==> config.mk <==
export PLATFORM = sky130hd
export DESIGN_NAME = strict_priority_ready_queue_core
export DESIGN_NICKNAME = d
export VERILOG_FILES = /design/src/design/spq_pkg.sv /design/src/design/spq_store.sv /design/src/design/strict_priority_ready_queue_core.sv
export VERILOG_INCLUDE_DIRS = /design/src /design/src/design
export SDC_FILE = /design/constraint.sdc
export NUM_CORES = 1
export LEC_CHECK = 0
export ABC_AREA = 1
export BUFFER_PORTS_ARGS = -buffer_cell sky130_fd_sc_hd__buf_2
export CAP_MARGIN = 20
export CORE_ASPECT_RATIO = 1.4
export CORE_MARGIN = 4
export CORE_UTILIZATION = 46
export CTS_BUF_LIST = sky130_fd_sc_hd__clkbuf_16
export CTS_CLUSTER_DIAMETER = 30
export DETAILED_ROUTE_END_ITERATION = 12
export HOLD_SLACK_MARGIN = 0.05
export PLACE_DENSITY = 0.71
export SYNTH_ARGS = -nofsm -noshare
export SYNTH_HDL_FRONTEND = slang
export SYNTH_SLANG_ARGS = --single-unit
==> constraint.sdc <==
create_clock -name clk -period 4.05 [get_ports clk]
set_input_delay 1.215 -clock clk [delete_from_list [all_inputs] [get_ports clk]]
set_output_delay 1.215 -clock clk [all_outputs]
set_load 0.05 [all_outputs]
==> src/design/strict_priority_ready_queue_core_assert.svh <==
// Assertion macros used by the ready queue core.
`ifndef STRICT_PRIORITY_READY_QUEUE_CORE_ASSERT_SVH
`define STRICT_PRIORITY_READY_QUEUE_CORE_ASSERT_SVH

// Same-cycle implication, disabled while in reset.
`define SPQ_ASSERT_NOW(label, ante, cons, msg) \
  label: assert property (@(posedge clk) disable iff (!rst_n) (ante) |-> (cons)) \
    else $error(msg);

// Next-cycle implication, disabled while in reset.
`define SPQ_ASSERT_NEXT(label, ante, cons, msg) \
  label: assert property (@(posedge clk) disable iff (!rst_n) (ante) |=> (cons)) \
    else $error(msg);

`endif

==> src/design/spq_pkg.sv <==
// Types, constants and helpers of the strict priority ready queue.
package spq_pkg;

  localparam int NUM_PRIO    = 8;
  localparam int QUEUE_DEPTH = 16;
  localparam int ID_BITS     = 8;

  localparam int LVL_W  = $clog2(NUM_PRIO);
  localparam int PTR_W  = $clog2(QUEUE_DEPTH);
  localparam int CNT_W  = $clog2(QUEUE_DEPTH + 1);
  localparam int ADDR_W = $clog2(NUM_PRIO * QUEUE_DEPTH);

  typedef enum logic {
    OP_ADD  = 1'b0,
    OP_TAKE = 1'b1
  } op_t;

  typedef enum logic [1:0] {
    ST_ADDED      = 2'd0,
    ST_DISPATCHED = 2'd1,
    ST_EMPTY      = 2'd2,
    ST_FULL       = 2'd3
  } status_t;

  typedef struct packed {
    op_t        op;
    logic [7:0] task_id;
    logic [2:0] prio;
  } in_word_t;

  typedef struct packed {
    status_t    status;
    logic [7:0] granted_task;
    logic [2:0] granted_prio;
  } out_word_t;

  typedef enum logic {
    S_IDLE = 1'b0,
    S_READ = 1'b1
  } fsm_t;

  typedef struct packed {
    logic               wr_en;
    logic [ADDR_W-1:0]  wr_addr;
    logic [ID_BITS-1:0] wr_data;
    logic               rd_en;
    logic [ADDR_W-1:0]  rd_addr;
  } store_req_t;

  // Flat store address of one slot of one level.
  function automatic logic [ADDR_W-1:0] slot_addr(input logic [LVL_W-1:0] lvl,
                                                  input logic [PTR_W-1:0] ptr);
    int unsigned a;
    a = int'(lvl) * QUEUE_DEPTH + int'(ptr);
    return ADDR_W'(a);
  endfunction

  // Advance a ring pointer, wrapping at the last slot.
  function automatic logic [PTR_W-1:0] ptr_inc(input logic [PTR_W-1:0] p);
    return (p == PTR_W'(QUEUE_DEPTH - 1)) ? '0 : p + PTR_W'(1);
  endfunction

endpackage

==> src/design/spq_store.sv <==
// Task store: one synchronous RAM holding the slots of every priority level.
module spq_store
  import spq_pkg::*;
(
  input  logic               clk,
  input  store_req_t         req,
  output logic [ID_BITS-1:0] rd_data
);

  logic [ID_BITS-1:0] mem [NUM_PRIO * QUEUE_DEPTH];
  logic [ID_BITS-1:0] rd_data_r;

  always_ff @(posedge clk) begin
    if (req.wr_en) begin
      mem[req.wr_addr] <= req.wr_data;
    end
  end

  always_ff @(posedge clk) begin
    if (req.rd_en) begin
      rd_data_r <= mem[req.rd_addr];
    end
  end

  assign rd_data = rd_data_r;

endmodule

==> src/design/strict_priority_ready_queue_core.sv <==
// Strict priority ready queue: one FIFO of task ids per level, level 0 served first.
// An add word, and a take that finds every level empty, has its result registered in the
// output register or skid entry in the cycle after acceptance; a dispatching take is
// answered from S_READ, once the task id comes out of the shared task RAM's registered
// read, and the input is held off through S_READ. An output register plus one skid entry
// decouple the result side, so input keeps flowing while a result waits; the input stalls
// only when both hold a word or in S_READ. The task RAM needs no clearing pass after
// reset: per-level fill counts guard every read.
module strict_priority_ready_queue_core
  import spq_pkg::*;
(
  input  logic      clk,
  input  logic      rst_n,
  input  logic      in_valid,
  output logic      in_ready,
  input  in_word_t  in_data,
  output logic      out_valid,
  input  logic      out_ready,
  output out_word_t out_data
);

  `include "strict_priority_ready_queue_core_assert.svh"

  fsm_t state_r, state_nxt;

  logic [PTR_W-1:0] head_r [NUM_PRIO];
  logic [PTR_W-1:0] tail_r [NUM_PRIO];
  logic [CNT_W-1:0] cnt_r  [NUM_PRIO];
  logic [LVL_W-1:0] lvl_r;

  logic      out_valid_r, skid_v_r;
  out_word_t out_r, skid_r;

  logic               in_fire;
  logic [LVL_W-1:0]   in_lvl, take_lvl;
  logic               add_full, any_ne;
  logic               prod_v;
  out_word_t          prod;
  store_req_t         sreq;
  logic [ID_BITS-1:0] rd_data;
  logic               out_free;

  assign in_fire  = in_valid && in_ready;
  assign in_lvl   = LVL_W'(in_data.prio);
  assign add_full = (int'(in_data.prio) >= NUM_PRIO) ||
                    (cnt_r[in_lvl] == CNT_W'(QUEUE_DEPTH));

  // Lowest-numbered non-empty level wins.
  always_comb begin
    any_ne   = 1'b0;
    take_lvl = '0;
    for (int i = NUM_PRIO - 1; i >= 0; i--) begin
      if (cnt_r[i] != '0) begin
        any_ne   = 1'b1;
        take_lvl = LVL_W'(i);
      end
    end
  end

  always_comb begin
    state_nxt = state_r;
    unique case (state_r)
      S_IDLE: begin
        if (in_fire && in_data.op == OP_TAKE && any_ne) begin
          state_nxt = S_READ;
        end
      end
      S_READ:  state_nxt = S_IDLE;
      default: state_nxt = S_IDLE;
    endcase
  end

  always_comb begin
    in_ready     = 1'b0;
    prod_v       = 1'b0;
    prod         = '0;
    sreq         = '0;
    sreq.wr_addr = slot_addr(in_lvl, tail_r[in_lvl]);
    sreq.wr_data = ID_BITS'(in_data.task_id);
    sreq.rd_addr = slot_addr(take_lvl, head_r[take_lvl]);
    unique case (state_r)
      S_IDLE: begin
        in_ready = !skid_v_r;
        if (in_fire) begin
          if (in_data.op == OP_ADD) begin
            prod_v      = 1'b1;
            prod.status = add_full ? ST_FULL : ST_ADDED;
            sreq.wr_en  = !add_full;
          end else if (any_ne) begin
            sreq.rd_en = 1'b1;
          end else begin
            prod_v      = 1'b1;
            prod.status = ST_EMPTY;
          end
        end
      end
      S_READ: begin
        prod_v            = 1'b1;
        prod.status       = ST_DISPATCHED;
        prod.granted_task = 8'(rd_data);
        prod.granted_prio = 3'(lvl_r);
      end
      default: begin
        in_ready = 1'b0;
      end
    endcase
  end

  spq_store u_store (
    .clk     (clk),
    .req     (sreq),
    .rd_data (rd_data)
  );

  always_ff @(posedge clk) begin
    if (!rst_n) begin
      state_r <= S_IDLE;
      for (int i = 0; i < NUM_PRIO; i++) begin
        head_r[i] <= '0;
        tail_r[i] <= '0;
        cnt_r[i]  <= '0;
      end
    end else begin
      state_r <= state_nxt;
      if (sreq.wr_en) begin
        tail_r[in_lvl] <= ptr_inc(tail_r[in_lvl]);
        cnt_r[in_lvl]  <= cnt_r[in_lvl] + CNT_W'(1);
      end
      if (sreq.rd_en) begin
        head_r[take_lvl] <= ptr_inc(head_r[take_lvl]);
        cnt_r[take_lvl]  <= cnt_r[take_lvl] - CNT_W'(1);
      end
    end
  end

  always_ff @(posedge clk) begin
    if (sreq.rd_en) begin
      lvl_r <= take_lvl;
    end
  end

  // Output register with one skid entry behind it; the skid word is always newer.
  assign out_free = !out_valid_r || out_ready;

  always_ff @(posedge clk) begin
    if (!rst_n) begin
      out_valid_r <= 1'b0;
      skid_v_r    <= 1'b0;
    end else if (out_free) begin
      if (skid_v_r) begin
        out_valid_r <= 1'b1;
        skid_v_r    <= prod_v;
      end else begin
        out_valid_r <= prod_v;
      end
    end else if (prod_v) begin
      skid_v_r <= 1'b1;
    end
  end

  always_ff @(posedge clk) begin
    if (out_free) begin
      if (skid_v_r) begin
        out_r  <= skid_r;
        skid_r <= prod;
      end else begin
        out_r <= prod;
      end
    end else if (prod_v) begin
      skid_r <= prod;
    end
  end

  assign out_valid = out_valid_r;
  assign out_data  = out_r;

  `SPQ_ASSERT_NOW(a_skid_behind_out, skid_v_r, out_valid_r,
    "skid holds a word while the output register is empty")
  `SPQ_ASSERT_NOW(a_read_skid_free, state_r == S_READ, !(skid_v_r && !out_free),
    "dispatch result arrives with nowhere to go")
  `SPQ_ASSERT_NEXT(a_dispatch_read, in_fire && in_data.op == OP_TAKE && any_ne,
    state_r == S_READ && out_valid_r == $past(out_valid_r && !out_ready),
    "dispatching take did not start a store read")
  `SPQ_ASSERT_NEXT(a_quick_result, in_fire && (in_data.op == OP_ADD || !any_ne),
    out_valid_r && state_r == S_IDLE, "add or empty take gave no result")

endmodule

==> metrics.md <==
| Metric | Value |
|---|---|
| Initial Util | 0.463 |
| Yosys top cell area share | 0.679 |
| Post-Layout Cell Count | 6791 |
| WL final | 137000 um |
| Leading area contributor after synthesis | edfxtp_1 |
| Crit start category | register |
| Max Freq | 254 MHz |
| First-pass detailed-route iteration total | 7 |
| Outcome | finished clean |
| Pins Over Slew Limit | 0 |
| Die span in y | 404 um |
| Layout filler cell count | 9083 |
| Worst skew pair latency | 0.78 ns |
| RD Place Congestion | 0.968 |
| Area contributors post-synth | edfxtp_1 68%, nand2_1 9.9%, nand3_1 7.4% |
| Number of synthesized flops with an enable pin | 1165 |
| Antenna cells | 0 |
| Max-cap viol count | 0 |
| Multi-input gate area | 0.0121 mm2 |
| RSZ-0062 raised after global routing | true |
| Async SR Flop Fraction | 0 |
| Largest net degree at the start of global routing | 94 |
| VDD IR max | 0.393 mV |
| Critical Path Max Stage Delay | 0.41 ns |
| Vias per std cell | 5.30 |
| Syn Std Cell Area | 0.0515 mm2 |
| Critical Path Stages | 25 |
| Initial DRC count | 3820 |
| Global-route wire length before repair | 206000 um |
| Period utilisation layout | 0.974 |
| WP data required | 4.50 ns |
| Clock sink count | 1168 |
| Final Setup Violations | 0 |
| Die Wd | 291 um |
| Top_reg_cell synth | edfxtp_1 |
| Lkg Pwr | 25.2 nW |
| Hold Path Depth | 2 |
| PwrDens | 482 mW/mm2 |
| DP HPWL | 88300 um |
| Synth Warn # | 0 |
| Class of the worst hold path | register to register |
| # rows | 145 |
| Fin util | 0.546 |
| DR WL/cell | 20.2 um |
| Clk_skew | 0.0309 ns |
| GR Util All Layers | 0.230 |
| Worst hold slack | 0.523 ns |
| R2R Path Start | cnt_r[5][0]$_SDFFCE_PN0P_ |
| CP bufs+invs | 4 |
| CTS tree | built |
| Layout area overhead | 18.1% |
| DIE AREA | 0.118 mm2 |
| Slew headroom | 0.429 |
| Placeable Area | 0.111 mm2 |
| Layout cell share with drive strength beyond 1 | 0.139 |
| Vias in the first global route | 36000 |
| Yosys reg bits | 1168 |
| R2R setup slack | 0.11 ns |
| Hold_buf cts | 0 |
| CP Capture Point | u_store.rd_data[5]$_DFFE_PN_ |
| CP most frequent cell | nand2_1 |
| Clock slew at reported path FFs | 0.06 ns |
| DRC | 0 |
| Kind of critical path | register to register |
| Syn nets | 4909 |
| Num CTS Buffers | 144 |
| Post-DRT Antenna Nets | 0 |
| Cell count after placement | 6515 |
| Fin crit period | 3.94 ns |
| Clock Path Buffers | 3 |
| Sequential area share after synthesis | 0.680 |
| Syn_area_per_cell | 10.5 um2 |
| Crit. End Element | register |
| Post-synthesis cell count | 4888 |
| IO Port Bufs | 30 |
| Worst r2r dst | u_store.rd_data[5]$_DFFE_PN_ |
| CP arrival | 4.39 ns |
| Worst path top cell family by delay | simple AND/OR/NAND/NOR gates |
| Synth cell types | 47 |
| Vias | 36000 |
| Worst-path maximum fanout | 46 |
| Slowest CP cell | edfxtp_1 |
| Fin nets | 5220 |
| Root Driver | clkbuf_16 |
| Slew @ Worst Pin | 0.851 ns |
| Count of final hold-check violations | 0 |
| CTS H-tree lvls | 4 |
| Source of the critical timing path | cnt_r[5][0]$_SDFFCE_PN0P_ |
| Setup Total Neg Slack | 0 ns |
| GRT overflow | 0 |
| FF/Latch Area | 0.0350 mm2 |
| Initial antenna violation count | 0 |
| Worst reg2reg path depth | 25 |
| Ports | 31 |
[cell families after synthesis]
logic type / after synthesis / share of synthesized area
XOR/XNOR: 5 / 0.000850
AO/OA/AOI/OAI: 211 / 0.0312
adder cells (fa/ha/maj): 5 / 0.00121
flip-flops: 1168 / 0.680
AND/OR/NAND/NOR: 2446 / 0.201
buffers and inverters: 1053 / 0.0856
[per-layer routing]
metal	GRT usage	routed length [um]	up-vias
li1	-	-	16800
met1	0.261	49200	16900
met2	0.403	69000	1764
met3	0.0343	9710	477
met4	0.153	9550	0
met5	0	0	-
[flip-flops by register name (all words and copies together), names as in the netlist, 3 cells and up]
name             flops
u_store.mem       1024
cnt_r               40
head_r              32
tail_r              32
out_data            13
skid_r              13
u_store.rd_data      8
lvl_r                3
[Yosys cell counts (all sizes together) (3+ instances only)]
cell type     n
o22ai        20
xor2          4
clkbuf       28
nand4         8
inv         811
or2           3
nor3          5
a21oi         7
o211ai      121
nor2        290
a221oi       11
clkinv        4
ha            5
dfxtp         3
nand2      1372
a22oi         4
o21bai        3
a21o          8
a22o          5
nor4          3
nand3       762
edfxtp     1165
o21ai        31
buf         210
[report_power, final]
part           switching (mW)  total [mW]  leakage, nW  internal (mW)
Sequential             0.0328        13.4         10.7           13.4
Clock                    5.34        13.0         2.41           7.67
Combinational            1.98        2.87         12.1          0.892
[worst min-delay path by stage]
| stage | startpoint | slack, ns | to |
|---|---|---|---|
| finish | skid_r[12]$_DFFE_PP_ | 0.52 | out_data[12]$_DFFE_PP_ |
| global route | skid_r[12]$_DFFE_PP_ | 0.53 | out_data[12]$_DFFE_PP_ |
| CTS | skid_r[12]$_DFFE_PP_ | 0.52 | out_data[12]$_DFFE_PP_ |
| detailed placement | skid_r[12]$_DFFE_PP_ | 0.51 | out_data[12]$_DFFE_PP_ |
| global placement | skid_r[12]$_DFFE_PP_ | 0.51 | out_data[12]$_DFFE_PP_ |
| floorplan | lvl_r[0]$_DFFE_PN_ | 0.49 | skid_r[0]$_DFFE_PP_ |
[area by class of cell]
cell class                 count  share of cell area
timing repair buffer         403              0.0625
sequential                  1168               0.576
multi-input combinational   2667               0.199
clock buffer                 147              0.0605
tap                         1470              0.0302
inverter                     815              0.0503
clock inverter               121              0.0211
[metrics by stage]
step	worst slack [ns]	total power, mW	cell area, um2
final	0.107	29.3	60800
after global routing	0.00552	30.2	60800
after CTS	0.0452	29.3	60600
after detailed placement	-0.0406	16.4	55700
after global placement	0.0102	16.4	55700
after floorplan	0.113	15.3	51500
[worst reg2reg max path, stage by stage (launching register included)]
cell      delay, ns
edfxtp_1       0.41
or2_1          0.24
nor2_1         0.18
nand2_1        0.08
nand2_1        0.06
nand2_1        0.06
nand2_2        0.10
nand2_4        0.11
nand2_8        0.14
nand2_1        0.07
nand3_1        0.11
nand2_2        0.10
inv_2          0.10
nand2_8        0.18
buf_12         0.29
buf_4          0.21
nand2_1        0.07
nand2_1        0.08
nand2_1        0.07
nand3_1        0.13
nand3_1        0.16
nand2_1        0.07
nand2_1        0.17
nand2_2        0.16
inv_1          0.09
nand3_1        0.19
[placed cells by master (no fill, tap or decap), drive strengths merged]
master    Yosys  final
nand2      1372   1372
edfxtp     1165   1165
inv         811    853
nand3       762    762
buf         210    399
nor2        290    290
clkbuf       28    151
o211ai      121    121
clkinv        4     54
o21ai        31     31
o22ai        20     20
clkinvlp      0     16
bufinv        0     13
a221oi       11     11
a21o          8      8
nand4         8      8
a21oi         7      7
a22o          5      5
ha            5      5
nor3          5      5
a22oi         4      4
xor2          4      4
or2           3      3
dfxtp         3      3
nor4          3      3
o21bai        3      3
nand3b        1      1
o32ai         1      1
and3          1      1
xnor2         1      1
and2          1      1
[what timing repair did]
action | 4_1_cts | 5_1_grt
endpoints found under the setup margin | 2 | 8
cloned | 0 | 4
pin swaps | 0 | 1
resized for setup | 2 | 16
setup buffers | 0 | 3
hold endpoints to repair | 0 | 0
Note: power is estimated with default switching activity, not from simulation.
